`src/rtl/dtt_pkg.sv`:
```
package dtt_pkg;

  // Grid size; new_dirty_rows is GRID_ROWS bits wide (ROWS_W).
  localparam int GRID_COLUMNS = 22;
  localparam int GRID_ROWS    = 17;

  localparam int TILE_WIDTH_DEF  = 32;
  localparam int TILE_HEIGHT_DEF = 32;

  localparam int REQ_W    = 2;
  localparam int RECT_W   = 12;
  localparam int SCROLL_W = 5;
  localparam int COL_W    = 5;
  localparam int ROW_W    = 5;
  localparam int ROWS_W   = GRID_ROWS;

  localparam int CIDX_W = $clog2(GRID_COLUMNS);
  localparam int RIDX_W = $clog2(GRID_ROWS);
  localparam int IDX_W  = (CIDX_W > RIDX_W) ? CIDX_W : RIDX_W;

  localparam int CFG_ADDR_W = 3;
  localparam int CFG_DATA_W = 32;

  typedef enum logic [REQ_W-1:0] {
    REQ_MARK  = 2'd0,
    REQ_SWAP  = 2'd1,
    REQ_QUERY = 2'd2
  } req_e;

  typedef enum logic {
    CFG_SCROLL_X = 1'b0,
    CFG_SCROLL_Y = 1'b1
  } cfg_reg_e;

endpackage

```
`src/rtl/dtt_if.sv`:
```
interface dtt_req_if import dtt_pkg::*; ();
  logic                     valid;
  logic                     ready;
  logic [REQ_W-1:0]         req_type;
  logic signed [RECT_W-1:0] rect_left;
  logic signed [RECT_W-1:0] rect_top;
  logic signed [RECT_W-1:0] rect_width;
  logic signed [RECT_W-1:0] rect_height;
  logic [COL_W-1:0]         query_column;
  logic [ROW_W-1:0]         query_row;

  modport source (
    output valid, req_type, rect_left, rect_top, rect_width, rect_height,
           query_column, query_row,
    input  ready
  );
  modport sink (
    input  valid, req_type, rect_left, rect_top, rect_width, rect_height,
           query_column, query_row,
    output ready
  );
endinterface

interface dtt_res_if import dtt_pkg::*; ();
  logic              valid;
  logic              ready;
  logic [COL_W-1:0]  tile_column;
  logic [ROWS_W-1:0] new_dirty_rows;
  logic              prev_dirty;
  logic              last_result;

  modport source (
    output valid, tile_column, new_dirty_rows, prev_dirty, last_result,
    input  ready
  );
  modport sink (
    input  valid, tile_column, new_dirty_rows, prev_dirty, last_result,
    output ready
  );
endinterface

```
`src/rtl/dtt_ram.sv`:
```
module dtt_ram #(
  parameter int WIDTH = 17,
  parameter int DEPTH = 22
) (
  input  logic                     clk_i,
  input  logic                     we_i,
  input  logic [$clog2(DEPTH)-1:0] waddr_i,
  input  logic [WIDTH-1:0]         wdata_i,
  input  logic                     re_i,
  input  logic [$clog2(DEPTH)-1:0] raddr_i,
  output logic [WIDTH-1:0]         rdata_o
);

  logic [WIDTH-1:0] mem_q [DEPTH];

  always_ff @(posedge clk_i) begin
    if (we_i) begin
      mem_q[waddr_i] <= wdata_i;
    end
    if (re_i) begin
      rdata_o <= mem_q[raddr_i];
    end
  end

endmodule

```
`src/rtl/dirty_tile_tracker.sv`:
```
// Dirty tile tracker over a 22 x 17 grid of screen tiles.
// req_i takes one request word: mark a pixel rectangle, end of frame, or
// query one tile's previous-frame mark. res_o returns result words; the last
// word of a request carries last_result. Scroll offsets are written over the
// APB port (0x0 fine_scroll_x, 0x4 fine_scroll_y); the user must write them
// only while the block is idle, which the block itself does not enforce.
// One request is worked at a time; req_i is ready only when the controller
// is idle, but a finished word may still sit in the output register.
// Mark: the four tile bounds come from one shared reciprocal multiplier in
// turn, then the range check, then one read-modify-write of the current
// bitmap per column through a registered-read RAM, one word per cycle while
// res_o does not stall. End of frame swaps the roles of the two bitmap banks
// and clears the new current bank through per-entry valid bits; its word is
// loaded from S_DONE. A query reads the previous bank on accept; its word is
// loaded from S_QRY. Reset: current marks all zero, previous marks all one,
// offsets zero; there is no clearing pass. When res_o stalls, the column pipe
// holds with the RAM read data parked, and nothing is dropped.
module dirty_tile_tracker import dtt_pkg::*; #(
  parameter int TILE_WIDTH  = TILE_WIDTH_DEF,
  parameter int TILE_HEIGHT = TILE_HEIGHT_DEF
) (
  input  logic                  clk_i,
  input  logic                  rst_ni,
  dtt_req_if.sink               req_i,
  dtt_res_if.source             res_o,
  input  logic                  psel,
  input  logic                  penable,
  input  logic                  pwrite,
  input  logic [CFG_ADDR_W-1:0] paddr,
  input  logic [CFG_DATA_W-1:0] pwdata,
  output logic [CFG_DATA_W-1:0] prdata,
  output logic                  pready
);

  localparam int SUM_W  = RECT_W + 2;
  localparam int LIM_XI = GRID_COLUMNS * TILE_WIDTH;
  localparam int LIM_YI = GRID_ROWS * TILE_HEIGHT;
  localparam int NDIV   = $clog2((LIM_XI > LIM_YI) ? LIM_XI : LIM_YI);
  localparam int LX     = $clog2(TILE_WIDTH);
  localparam int LY     = $clog2(TILE_HEIGHT);
  localparam int SH_X   = NDIV + LX;
  localparam int SH_Y   = NDIV + LY;
  localparam int MW     = NDIV + 2;
  localparam int PW     = NDIV + MW;
  localparam logic [MW-1:0] M_X = MW'(((1 << SH_X) + TILE_WIDTH - 1) / TILE_WIDTH);
  localparam logic [MW-1:0] M_Y = MW'(((1 << SH_Y) + TILE_HEIGHT - 1) / TILE_HEIGHT);
  localparam logic signed [SUM_W-1:0] LIM_X = SUM_W'(LIM_XI);
  localparam logic signed [SUM_W-1:0] LIM_Y = SUM_W'(LIM_YI);
  localparam logic [IDX_W-1:0] HI_X = IDX_W'(GRID_COLUMNS - 1);
  localparam logic [IDX_W-1:0] HI_Y = IDX_W'(GRID_ROWS - 1);
  localparam int WRAP_X = ((1 << SCROLL_W) - 1) / TILE_WIDTH;
  localparam int WRAP_Y = ((1 << SCROLL_W) - 1) / TILE_HEIGHT;

  typedef enum logic [2:0] {
    S_IDLE,
    S_DIV,
    S_CHK,
    S_MARK,
    S_QRY,
    S_DONE
  } state_e;

  state_e state_q;

  // configuration
  logic [SCROLL_W-1:0] fine_x_q, fine_y_q;
  logic                cfg_we;
  cfg_reg_e            cfg_idx;

  // request datapath
  logic [SCROLL_W-1:0]     fx, fy;
  logic signed [SUM_W-1:0] sum_q [4];
  logic [1:0]              div_k_q;
  logic [IDX_W-1:0]        bound_q [4];   // sx, sy, ex, ey
  logic signed [SUM_W-1:0] div_v;
  logic                    div_y;
  logic [PW-1:0]           div_prod;
  logic [IDX_W-1:0]        div_q;
  logic [ROWS_W-1:0]       span_d, span_q;
  logic                    range_empty;
  logic [CIDX_W-1:0]       ex_col;

  // column pipe
  logic [CIDX_W-1:0] rd_col_q, s1_col_q;
  logic              rd_more_q, s1_v_q;
  logic              rd_issue, s1_go;

  // query
  logic [CIDX_W-1:0] qc_q;
  logic [RIDX_W-1:0] qr_q;
  logic              qin_d, qin_q, q_issue, q_ans;

  // bitmap banks: sel_q names the current bank, the other one is previous
  logic                    sel_q, prv;
  logic                    ones_q;
  logic [GRID_COLUMNS-1:0] vld_q [2];
  logic                    bank_we [2];
  logic                    bank_re [2];
  logic [CIDX_W-1:0]       bank_raddr [2];
  logic [ROWS_W-1:0]       bank_rdata [2];
  logic [ROWS_W-1:0]       cur_word, prev_word, fresh;

  // output register
  logic              out_v_q;
  logic [COL_W-1:0]  out_col_q;
  logic [ROWS_W-1:0] out_rows_q;
  logic              out_prev_q, out_last_q;
  logic              out_free, acc, out_load;

  // ---------------------------------------------------------------- config
  assign pready  = 1'b1;
  assign cfg_we  = psel && penable && pwrite;
  assign cfg_idx = cfg_reg_e'(paddr[2]);

  always_comb begin
    case (cfg_idx)
      CFG_SCROLL_X: prdata = CFG_DATA_W'(fine_x_q);
      CFG_SCROLL_Y: prdata = CFG_DATA_W'(fine_y_q);
      default:      prdata = '0;
    endcase
  end

  // fine scroll modulo tile size, WRAP_X / WRAP_Y conditional subtracts
  always_comb begin
    fx = fine_x_q;
    for (int i = 0; i < WRAP_X; i++) begin
      if (fx >= TILE_WIDTH) fx = fx - SCROLL_W'(TILE_WIDTH);
    end
    fy = fine_y_q;
    for (int i = 0; i < WRAP_Y; i++) begin
      if (fy >= TILE_HEIGHT) fy = fy - SCROLL_W'(TILE_HEIGHT);
    end
  end

  // ---------------------------------------------------------------- control
  assign acc      = req_i.valid && req_i.ready;
  assign out_free = !out_v_q || res_o.ready;
  assign req_i.ready = (state_q == S_IDLE);

  assign qin_d   = (req_i.query_column < COL_W'(GRID_COLUMNS)) &&
                   (req_i.query_row < ROW_W'(GRID_ROWS));
  assign q_issue = acc && (req_i.req_type == REQ_QUERY) && qin_d;

  assign ex_col   = bound_q[2][CIDX_W-1:0];
  assign s1_go    = (state_q == S_MARK) && s1_v_q && out_free;
  assign rd_issue = (state_q == S_MARK) && rd_more_q && (!s1_v_q || s1_go);

  // a new word enters the output register this cycle
  assign out_load = s1_go || (((state_q == S_QRY) || (state_q == S_DONE)) && out_free);

  // bound unit: floor division by the tile size via reciprocal multiply,
  // exact for operands below 2**NDIV; the clamps cover everything else
  always_comb begin
    div_v    = sum_q[div_k_q];
    div_y    = div_k_q[0];
    div_prod = PW'(div_v[NDIV-1:0]) * PW'(div_y ? M_Y : M_X);
    if (div_v < 0) begin
      div_q = '0;
    end else if (div_v >= (div_y ? LIM_Y : LIM_X)) begin
      div_q = div_y ? HI_Y : HI_X;
    end else begin
      div_q = div_y ? IDX_W'(div_prod >> SH_Y) : IDX_W'(div_prod >> SH_X);
    end
  end

  assign range_empty = (bound_q[2] < bound_q[0]) || (bound_q[3] < bound_q[1]);

  always_comb begin
    for (int r = 0; r < ROWS_W; r++) begin
      span_d[r] = (IDX_W'(r) >= bound_q[1]) && (IDX_W'(r) <= bound_q[3]);
    end
  end

  // ---------------------------------------------------------------- banks
  assign prv       = ~sel_q;
  assign cur_word  = vld_q[sel_q][s1_col_q] ? bank_rdata[sel_q] : '0;
  assign fresh     = span_q & ~cur_word;
  assign prev_word = vld_q[prv][qc_q] ? bank_rdata[prv] : (ones_q ? '1 : '0);
  assign q_ans     = qin_q && prev_word[qr_q];

  for (genvar b = 0; b < 2; b++) begin : g_bank
    assign bank_we[b]    = (sel_q == 1'(b)) && s1_go;
    assign bank_re[b]    = (sel_q == 1'(b)) ? rd_issue : q_issue;
    assign bank_raddr[b] = (sel_q == 1'(b)) ? rd_col_q :
                                              req_i.query_column[CIDX_W-1:0];

    dtt_ram #(
      .WIDTH (ROWS_W),
      .DEPTH (GRID_COLUMNS)
    ) u_bank (
      .clk_i   (clk_i),
      .we_i    (bank_we[b]),
      .waddr_i (s1_col_q),
      .wdata_i (cur_word | span_q),
      .re_i    (bank_re[b]),
      .raddr_i (bank_raddr[b]),
      .rdata_o (bank_rdata[b])
    );
  end

  // ---------------------------------------------------------------- FSM
  always_ff @(posedge clk_i or negedge rst_ni) begin
    if (!rst_ni) begin
      state_q    <= S_IDLE;
      fine_x_q   <= '0;
      fine_y_q   <= '0;
      div_k_q    <= '0;
      rd_more_q  <= 1'b0;
      s1_v_q     <= 1'b0;
      sel_q      <= 1'b0;
      ones_q     <= 1'b1;
      vld_q[0]   <= '0;
      vld_q[1]   <= '0;
      out_v_q    <= 1'b0;
      out_col_q  <= '0;
      out_rows_q <= '0;
      out_prev_q <= 1'b0;
      out_last_q <= 1'b0;
    end else begin
      if (cfg_we) begin
        case (cfg_idx)
          CFG_SCROLL_X: fine_x_q <= pwdata[SCROLL_W-1:0];
          CFG_SCROLL_Y: fine_y_q <= pwdata[SCROLL_W-1:0];
          default: ;
        endcase
      end

      if (out_v_q && res_o.ready && !out_load) out_v_q <= 1'b0;

      case (state_q)
        S_IDLE: begin
          if (acc) begin
            case (req_i.req_type)
              REQ_MARK: begin
                div_k_q <= '0;
                state_q <= S_DIV;
              end
              REQ_SWAP: begin
                vld_q[prv] <= '0;
                sel_q      <= prv;
                ones_q     <= 1'b0;
                state_q    <= S_DONE;
              end
              REQ_QUERY: state_q <= S_QRY;
              default: ;
            endcase
          end
        end
        S_DIV: begin
          div_k_q <= div_k_q + 2'd1;
          if (div_k_q == 2'd3) state_q <= S_CHK;
        end
        S_CHK: begin
          if (range_empty) begin
            state_q <= S_DONE;
          end else begin
            rd_more_q <= 1'b1;
            s1_v_q    <= 1'b0;
            state_q   <= S_MARK;
          end
        end
        S_MARK: begin
          if (rd_issue) rd_more_q <= (rd_col_q != ex_col);
          if (rd_issue) begin
            s1_v_q <= 1'b1;
          end else if (s1_go) begin
            s1_v_q <= 1'b0;
          end
          if (s1_go) begin
            vld_q[sel_q][s1_col_q] <= 1'b1;
            out_v_q    <= 1'b1;
            out_col_q  <= COL_W'(s1_col_q);
            out_rows_q <= fresh;
            out_prev_q <= 1'b0;
            out_last_q <= (s1_col_q == ex_col);
            if (s1_col_q == ex_col) state_q <= S_IDLE;
          end
        end
        S_QRY: begin
          if (out_free) begin
            out_v_q    <= 1'b1;
            out_col_q  <= '0;
            out_rows_q <= '0;
            out_prev_q <= q_ans;
            out_last_q <= 1'b1;
            state_q    <= S_IDLE;
          end
        end
        S_DONE: begin
          if (out_free) begin
            out_v_q    <= 1'b1;
            out_col_q  <= '0;
            out_rows_q <= '0;
            out_prev_q <= 1'b0;
            out_last_q <= 1'b1;
            state_q    <= S_IDLE;
          end
        end
        default: state_q <= S_IDLE;
      endcase
    end
  end

  // ---------------------------------------------------------------- datapath
  always_ff @(posedge clk_i) begin
    if (acc) begin
      sum_q[0] <= SUM_W'(req_i.rect_left) + $signed(SUM_W'(fx));
      sum_q[1] <= SUM_W'(req_i.rect_top) + $signed(SUM_W'(fy));
      sum_q[2] <= SUM_W'(req_i.rect_left) + SUM_W'(req_i.rect_width) +
                  $signed(SUM_W'(fx));
      sum_q[3] <= SUM_W'(req_i.rect_top) + SUM_W'(req_i.rect_height) +
                  $signed(SUM_W'(fy));
      qc_q  <= req_i.query_column[CIDX_W-1:0];
      qr_q  <= req_i.query_row[RIDX_W-1:0];
      qin_q <= qin_d;
    end
    if (state_q == S_DIV) bound_q[div_k_q] <= div_q;
    if (state_q == S_CHK) begin
      span_q   <= span_d;
      rd_col_q <= bound_q[0][CIDX_W-1:0];
    end
    if (rd_issue) begin
      rd_col_q <= rd_col_q + 1'b1;
      s1_col_q <= rd_col_q;
    end
  end

  assign res_o.valid          = out_v_q;
  assign res_o.tile_column    = out_col_q;
  assign res_o.new_dirty_rows = out_rows_q;
  assign res_o.prev_dirty     = out_prev_q;
  assign res_o.last_result    = out_last_q;

  // ---------------------------------------------------------------- checks
  a_s1_col_in_range: assert property (@(posedge clk_i) disable iff (!rst_ni)
    (state_q == S_MARK && s1_v_q) |->
      (s1_col_q >= bound_q[0][CIDX_W-1:0] && s1_col_q <= ex_col))
    else $error("column pipe left the tile range");

  a_no_rmw_collision: assert property (@(posedge clk_i) disable iff (!rst_ni)
    (rd_issue && s1_go) |-> (rd_col_q != s1_col_q))
    else $error("read and write-back hit the same column");

  a_swap_clears: assert property (@(posedge clk_i) disable iff (!rst_ni)
    (acc && req_i.req_type == REQ_SWAP) |=>
      (vld_q[sel_q] == '0 && sel_q != $past(sel_q) && !ones_q))
    else $error("frame swap left stale marks in the current bank");

  a_sel_stable: assert property (@(posedge clk_i) disable iff (!rst_ni)
    !(acc && req_i.req_type == REQ_SWAP) |=> $stable(sel_q))
    else $error("bank select moved without a frame swap");

  a_idle_drained: assert property (@(posedge clk_i) disable iff (!rst_ni)
    (state_q == S_IDLE) |-> (!s1_v_q && !rd_more_q))
    else $error("column pipe busy while idle");

endmodule
```
`src/flat_wrapper.sv`:
```
// flat-port wrapper written by rule: the top's interface ports become plain ports
module dirty_tile_tracker_flat import dtt_pkg::*;
#(
  parameter int TILE_WIDTH  = TILE_WIDTH_DEF,
  parameter int TILE_HEIGHT = TILE_HEIGHT_DEF
)
  (clk_i, rst_ni, psel, penable, pwrite, paddr, pwdata, prdata, pready, req_i_valid, req_i_req_type, req_i_rect_left, req_i_rect_top, req_i_rect_width, req_i_rect_height, req_i_query_column, req_i_query_row, req_i_ready, res_o_valid, res_o_tile_column, res_o_new_dirty_rows, res_o_prev_dirty, res_o_last_result, res_o_ready);
  dtt_req_if req_i_i ();
  dtt_res_if res_o_i ();
  input  logic clk_i;
  input  logic rst_ni;
  input  logic psel;
  input  logic penable;
  input  logic pwrite;
  input  logic [CFG_ADDR_W-1:0] paddr;
  input  logic [CFG_DATA_W-1:0] pwdata;
  output logic [CFG_DATA_W-1:0] prdata;
  output logic pready;
  input wire logic [$bits(req_i_i.valid)-1:0] req_i_valid;
  input wire logic [$bits(req_i_i.req_type)-1:0] req_i_req_type;
  input wire logic [$bits(req_i_i.rect_left)-1:0] req_i_rect_left;
  input wire logic [$bits(req_i_i.rect_top)-1:0] req_i_rect_top;
  input wire logic [$bits(req_i_i.rect_width)-1:0] req_i_rect_width;
  input wire logic [$bits(req_i_i.rect_height)-1:0] req_i_rect_height;
  input wire logic [$bits(req_i_i.query_column)-1:0] req_i_query_column;
  input wire logic [$bits(req_i_i.query_row)-1:0] req_i_query_row;
  output wire logic [$bits(req_i_i.ready)-1:0] req_i_ready;
  output wire logic [$bits(res_o_i.valid)-1:0] res_o_valid;
  output wire logic [$bits(res_o_i.tile_column)-1:0] res_o_tile_column;
  output wire logic [$bits(res_o_i.new_dirty_rows)-1:0] res_o_new_dirty_rows;
  output wire logic [$bits(res_o_i.prev_dirty)-1:0] res_o_prev_dirty;
  output wire logic [$bits(res_o_i.last_result)-1:0] res_o_last_result;
  input wire logic [$bits(res_o_i.ready)-1:0] res_o_ready;
  assign req_i_i.valid = req_i_valid;
  assign req_i_i.req_type = req_i_req_type;
  assign req_i_i.rect_left = req_i_rect_left;
  assign req_i_i.rect_top = req_i_rect_top;
  assign req_i_i.rect_width = req_i_rect_width;
  assign req_i_i.rect_height = req_i_rect_height;
  assign req_i_i.query_column = req_i_query_column;
  assign req_i_i.query_row = req_i_query_row;
  assign req_i_ready = req_i_i.ready;
  assign res_o_valid = res_o_i.valid;
  assign res_o_tile_column = res_o_i.tile_column;
  assign res_o_new_dirty_rows = res_o_i.new_dirty_rows;
  assign res_o_prev_dirty = res_o_i.prev_dirty;
  assign res_o_last_result = res_o_i.last_result;
  assign res_o_i.ready = res_o_ready;
  dirty_tile_tracker #(.TILE_WIDTH(TILE_WIDTH), .TILE_HEIGHT(TILE_HEIGHT)) u_core (.clk_i(clk_i), .rst_ni(rst_ni), .req_i(req_i_i), .res_o(res_o_i), .psel(psel), .penable(penable), .pwrite(pwrite), .paddr(paddr), .pwdata(pwdata), .prdata(prdata), .pready(pready));
endmodule
```
`config.mk`:
```
export PLATFORM = sky130hd
export DESIGN_NAME = dirty_tile_tracker_flat
export DESIGN_NICKNAME = d
export VERILOG_FILES = /design/src/rtl/dtt_pkg.sv /design/src/rtl/dtt_if.sv /design/src/rtl/dtt_ram.sv /design/src/rtl/dirty_tile_tracker.sv /design/src/flat_wrapper.sv
export SDC_FILE = /design/constraint.sdc
export NUM_CORES = 2
export LEC_CHECK = 0
export ABC_AREA = 1
export BUFFER_PORTS_ARGS = -buffer_cell sky130_fd_sc_hd__clkbuf_2
export CAP_MARGIN = 5
export CORE_AREA = 4 4 265 267
export DETAILED_ROUTE_END_ITERATION = 12
export DIE_AREA = 0 0 269 271
export GPL_TIMING_DRIVEN = 0
export PLACE_DENSITY_LB_ADDON = 0.2
export SYNTH_ARGS = -nofsm -noshare
export SYNTH_HDL_FRONTEND = slang
export SYNTH_SLANG_ARGS = --single-unit
```
`constraint.sdc`:
```
create_clock -name clk_i -period 9.52 [get_ports clk_i]
set_input_delay 1.428 -clock clk_i [delete_from_list [all_inputs] [get_ports clk_i]]
set_output_delay 1.428 -clock clk_i [all_outputs]
set_load 0.005 [all_outputs]
```
**After elaboration in Yosys (flattened, before gate mapping)**

Memories as Yosys holds them, arrays and structs flattened. A register that Yosys moved wholly into a read port is not among the register bits.
Cells that the tools add are included.

- Add/subtract/negate cells: 8
- Order comparisons: 48
- Eq/ne operators: 23
- Multiplexer cells: 84
- Bitwise operators: 10
- Reduce and logical (&&, ||, !) cells: 63

Operators with widths:

| operator | count |
|---|---|
| 17-bit 2-to-1 mux | 11 |
| 22-bit 2-to-1 mux | 8 |
| 44-bit 2-to-1 mux | 3 |
| 44-bit case mux with 2 select lines | 1 |
| 32-bit case mux with 2 select lines | 1 |
| 44-bit bitwise AND | 1 |
| 22-bit demux with 1-bit select | 2 |
| 44-bit inverter | 1 |
| 44-bit bitwise OR | 1 |
| 4-bit by 5-bit >= comparator with 1-bit output (first input constant) | 8 |
| 4-bit by 5-bit <= comparator with 1-bit output (first input constant) | 8 |
| 5-bit 2-to-1 mux | 8 |
| 1-bit logical AND | 36 |
| 17-bit case mux with 2 select lines | 1 |
| 14-bit by 6-bit adder with 14-bit output | 2 |
| 12-bit by 12-bit adder with 13-bit output | 2 |
| 12-bit by 6-bit adder with 13-bit output | 2 |
| 1-bit 2-to-1 mux | 26 |
| 3-bit 2-to-1 mux | 7 |
| 3-bit by 5-bit >= comparator with 1-bit output (first input constant) | 4 |
| 3-bit by 5-bit <= comparator with 1-bit output (first input constant) | 4 |
| 5-bit by 6-bit < comparator with 1-bit output (second input constant) | 3 |
| 17-bit bitwise AND | 1 |
| 17-bit inverter | 1 |
| 50 further kinds | 94 |

- Bits in registers: 126
- Memory bits (writable): 824
- Bits of input ports: 102
- Memories kept: 4

Memory list:

| memory | depth | width | rd ports | clocked after Yosys merged registers in | write ports | RTL line | source |
|---|---|---|---|---|---|---|---|
| u_core.g_bank[0].u_bank.mem_q | 22 | 17 | 1 | 1 | 1 | dtt_ram.sv:14 | `logic [WIDTH-1:0] mem_q [DEPTH];` |
| u_core.g_bank[1].u_bank.mem_q | 22 | 17 | 1 | 1 | 1 | dtt_ram.sv:14 |  |
| u_core.sum_q | 4 | 14 | 1 | 0 | 4 | dirty_tile_tracker.sv:72 | `logic signed [SUM_W-1:0] sum_q [4];` |
| u_core.bound_q | 4 | 5 | 4 | 0 | 1 | dirty_tile_tracker.sv:74 | `logic [IDX_W-1:0] bound_q [4];` |

**Depth between registers and ports, before layout**

- Depth in word-level cells: 13
- Depth in mapped cells: 18

**Modules after synthesis**

A second synthesis with hierarchy kept.

- Cells, all modules: 4125
- Area, all modules: 44008.5 µm²

By module, submodules not included:

| module | times used | cells an instance | area each (µm²) | seq. area each (µm²) |
|---|---|---|---|---|
| dtt_ram | 2 | 1292 | 15716.3 | 11741.3 |
| dirty_tile_tracker | 1 | 1541 | 12575.8 | 5566.6 |

**Least setup slack after synthesis**

Ideal clock, no wire load.

- Path type: input to register
- Start point: in req_i_valid
- End point: reg u_core.g_bank[0].u_bank.rdata_o[0], read port of u_core.g_bank[0].u_bank.mem_q (enable)
- Setup time: 415 ps
- Arrival time: 5281 ps
- Required time: 9105 ps
- Slack: 3824 ps
- Stages on the path: 6
- Path buffers: 0
- Cells stage by stage: inv_1 nor2_1 nand2_1 nor2_1 nand2_1 o21ai_0

- Longest elaborated chain between the ends: 4

Ends and longest elaborated chain:

| what | RTL line | source |
|---|---|---|
| start, declared | flat_wrapper.sv:19 | `input wire logic [$bits(req_i_i.valid)-1:0] req_i_valid;` |
| 1-bit logical AND | dirty_tile_tracker.sv:136 | `assign acc = req_i.valid && req_i.ready;` |
| net u_core.acc | dirty_tile_tracker.sv:108 | `logic out_free, acc, out_load;` |
| 1-bit logical AND (2 in series) | dirty_tile_tracker.sv:142 | `assign q_issue = acc && (req_i.req_type == REQ_QUERY) && qin_d;` |
| 1-bit 2-to-1 mux | dirty_tile_tracker.sv:183 | `assign bank_re[b] = (sel_q == 1'(b)) ? rd_issue : q_issue;` |
| net u_core.g_bank[0].u_bank.re_i | dtt_ram.sv:9 | `input logic re_i,` |
| end, declared | dtt_ram.sv:11 | `output logic [WIDTH-1:0] rdata_o` |

The timed path passes the listed nets, and every way through them passes these cells.
A chain may end at the register's enable or synchronous reset.

**Worst setup path after layout**

- Start point: in req_i_query_column[2]
- End point: reg u_core.g_bank[1].u_bank.rdata_o[6], read port of u_core.g_bank[1].u_bank.mem_q, data pin

- Longest elaborated chain between the ends: 4

Ends and longest elaborated chain:

| what | RTL line | source |
|---|---|---|
| start, declared | flat_wrapper.sv:25 | `input wire logic [$bits(req_i_i.query_column)-1:0] req_i_query_column;` |
| 5-bit < comparator | dirty_tile_tracker.sv:140 | `assign qin_d = (req_i.query_column < COL_W'(GRID_COLUMNS)) &&` |
| 1-bit logical AND | dirty_tile_tracker.sv:140 |  |
| 1-bit logical AND | dirty_tile_tracker.sv:142 |  |
| 1-bit 2-to-1 mux | dirty_tile_tracker.sv:183 |  |
| end, declared | dtt_ram.sv:11 |  |

Several ways; a longest one is shown, not always the timed one.

==> metrics.txt <==
Post-synth EDFFs 894; Tmin final 3960 ps; Slew Limit Fails 0; f_max 253 MHz; Leakage 0.0189 uW; worst skew pair latency 660 ps; status finished clean; Post-CTS Setup Inserts 0; worst slack, placed 4950 ps; port buffer count 102; DP HPWL 90,100 um; first-pass GRT wire length 189,000 um; WP data arrival 4330 ps; final-report hold violation count 0; routed wire length 128,000 um; Mapped Cells 4,057; die area 0.0729 mm^2; CP peak stage delay 850 ps; Least-Margin Pin Slew 1120 ps; # DRC 0; commonest non-fill, non-tap cell in the layout edfxtp_1; Congestion Overflow GR 0; CTS Hold Bufs 0; async set-reset flop share out of synthesis 0.0896; Final Setup Violations 0; H-Tree Depth 3; max-cap violations 0; largest net degree at the start of global routing 59; prevailing post-synth register cell edfxtp_1; layout cells sized above 1 0.114; Hold WC Path Type flop to flop; overall routing resource usage 0.349; Sum Neg Setup Slack 0 ps; Multi-input gate area 0.0129 mm^2; met3 WL post-DR 14,500 um; post_cts resized 0; cell family with most CP delay compound AO/OA/AOI/OAI gates; sequential fraction of the synthesis area 0.662; crit-path max FO 10; # fillers 4,629; GP Congestion 1.07; final core utilization 0.734; area growth from synthesis to layout 13.8%; core footprint 0.0681 mm^2; commonest non-fill, non-tap cells in the layout edfxtp_1 (894), nor2_1 (611), nand2_1 (597); Buf+Inv Stages, Crit Path 3; Starting Density 0.645; worst slack on hold paths 472 ps; FP Rows 96; initial antenna violation count 1; Worst Clk Skew 18.9 ps; WL met1 46,400 um; DR WL/cell 24.2 um; unrepaired setup endpoints after global routing false; DR iter-0 viols 4,392; Pre-Repair DR Iteration Count 8; critical path required time 9900 ps; clock transition at the registers of the reported paths 60 ps; Num CTS Buffers 94; CP Capture Type flop; Peak VDD IR 0.000183 V; CTS sink count 982; Clock Path Buffers 3; die height 271 um; Yosys reg bits 982; Top Layer Used met5; Root Buffer clkbuf_16; ANT nets after route 0; Synth cell types 54; Sequential cell area 0.0290 mm^2; vias in the first global route 31,024; post-synthesis average cell area 10.8 um^2; critical path class input pin to flop; io pins 161; Setup crit start kind input pin; CP Cell Sequence clkbuf_2, inv_1, o21ai_1, clkbuf_1, o211ai_1, nand3_1, nand2_1, nand2_1, o21ai_1; CTS tree built; Final Worst Setup Slack 5560 ps; pwr dens 287 mW/mm^2; crit share post-route 0.416; Via-to-Cell Ratio 6.20; warning count from the yosys run 0; Mapped Area 0.0439 mm^2; vias 32,888; Slowest-stage cell, CP o21ai_1; Final Net Count 4,516; Power Total 14,300 uW; met2 WL 58,900 um; die extent in x 269 um; Slew headroom 0.252
==> tightest hold or removal path, cell delays in order, from the launching register on <==
cell and delay [ps]:
dfstp_2 370, nand2_1 60, inv_1 40
==> cell type report <==
type / instances / area share
flip-flops and latches: 982 / 0.581
multi-input cells: 2585 / 0.258
clock buffers: 116 / 0.0492
repair buffers: 166 / 0.0332
plain buffers: 227 / 0.0227
well taps: 882 / 0.0221
inverters: 289 / 0.0217
clock inverters: 60 / 0.0115
diodes: 1 / 0.0000501
==> path summary, 6_finish.rpt <==
check,to,slack [ps],startpoint,cells after the start
worst max-delay path,u_core.g_bank[1].u_bank.rdata_o[6]$_DFFE_PP_,5560,req_i_query_column[2],9
worst min register to register,u_core.ones_q$_DFFE_PN1P_,470,u_core.ones_q$_DFFE_PN1P_,2
worst min-delay path,u_core.ones_q$_DFFE_PN1P_,470,u_core.ones_q$_DFFE_PN1P_,2
min in group asynchronous,u_core.fine_y_q[0]$_DFFE_PN0P_,760,rst_ni,1
worst max register to register,u_core.g_bank[1].u_bank.rdata_o[6]$_DFFE_PP_,5820,u_core.sel_q$_DFFE_PN0P_,9
max in group asynchronous,u_core.vld_q[31]$_DFFE_PN0P_,8030,rst_ni,2
==> logic make-up after synthesis <==
kind of cell | after synthesis | share of synthesized area
multiplexers | 1 | 0.000228
other | 2 | 0.000171
AND/OR/NAND/NOR | 1585 | 0.146
AO/OA/AOI/OAI | 851 | 0.110
adder cells (fa/ha/maj) | 69 | 0.0207
XOR/XNOR | 51 | 0.0102
flip-flops | 982 | 0.662
buffers and inverters | 516 | 0.0506
==> sequential cells by signal (all words and copies together), names as in the netlist, 17 cells and up <==
register and cells:
u_core.g_bank.u_bank.rdata_o 34, u_core.bound_q 20, u_core.res_o.new_dirty_rows 17, u_core.sum_q 54
u_core.vld_q 44, u_core.span_q 17, u_core.g_bank.u_bank.mem_q 748
==> metrics by stage <==
step | cells | cell area [um^2]
finish | 5308 | 50000
detailed placement | 5131 | 46900
global route | 5307 | 50000
global placement | 5067 | 45600
floorplan | 4083 | 44000
CTS | 5307 | 50000
==> report_power, final <==
group | switching, uW | total, uW | internal [uW]
sequential | 164 | 5440 | 5270
clock | 1610 | 3700 | 2090
combinational | 3790 | 5190 | 1390
==> cells in the mapped netlist (2+ instances only) <==
cell type | number | area share
edfxtp_1 | 894 | 0.61
nor2_1 | 653 | 0.056
nand2_1 | 614 | 0.052
o21ai_0 | 461 | 0.053
inv_1 | 279 | 0.024
nand3_1 | 255 | 0.029
a21oi_1 | 131 | 0.015
clkbuf_1 | 107 | 0.0091
o211ai_1 | 106 | 0.018
dfrtp_1 | 87 | 0.050
buf_2 | 65 | 0.0074
ha_1 | 63 | 0.018
xor2_1 | 43 | 0.0086
buf_4 | 41 | 0.0070
o22ai_1 | 35 | 0.0050
o21ai_1 | 32 | 0.0036
nand4_1 | 21 | 0.0030
a32oi_1 | 17 | 0.0034
nor3_1 | 14 | 0.0016
o21bai_1 | 14 | 0.0024
o221ai_1 | 14 | 0.0028
a211oi_1 | 13 | 0.0022
nand2_2 | 12 | 0.0017
buf_1 | 8 | 0.00068
inv_2 | 8 | 0.00068
xnor2_1 | 8 | 0.0016
o21ai_2 | 7 | 0.0014
fa_1 | 6 | 0.0027
buf_6 | 5 | 0.0013
o21a_1 | 5 | 0.00085
a21boi_0 | 3 | 0.00051
nor4_1 | 3 | 0.00043
a21o_1 | 2 | 0.00034
a221oi_1 | 2 | 0.00040
a31oi_1 | 2 | 0.00028
and2_1 | 2 | 0.00028
clkinv_1 | 2 | 0.00017
conb_1 | 2 | 0.00017
nand3b_1 | 2 | 0.00034
nor2_2 | 2 | 0.00028
nor3_2 | 2 | 0.00046
o31ai_1 | 2 | 0.00034
or2_2 | 2 | 0.00028
==> per-layer routing <==
metal | vias to the layer above | track usage
li1 | 14765 | -
met1 | 15494 | 0.460
met2 | 2175 | 0.540
met3 | 452 | 0.0744
met4 | 2 | 0.202
met5 | - | 0
Power figures use the tool's default switching activity.
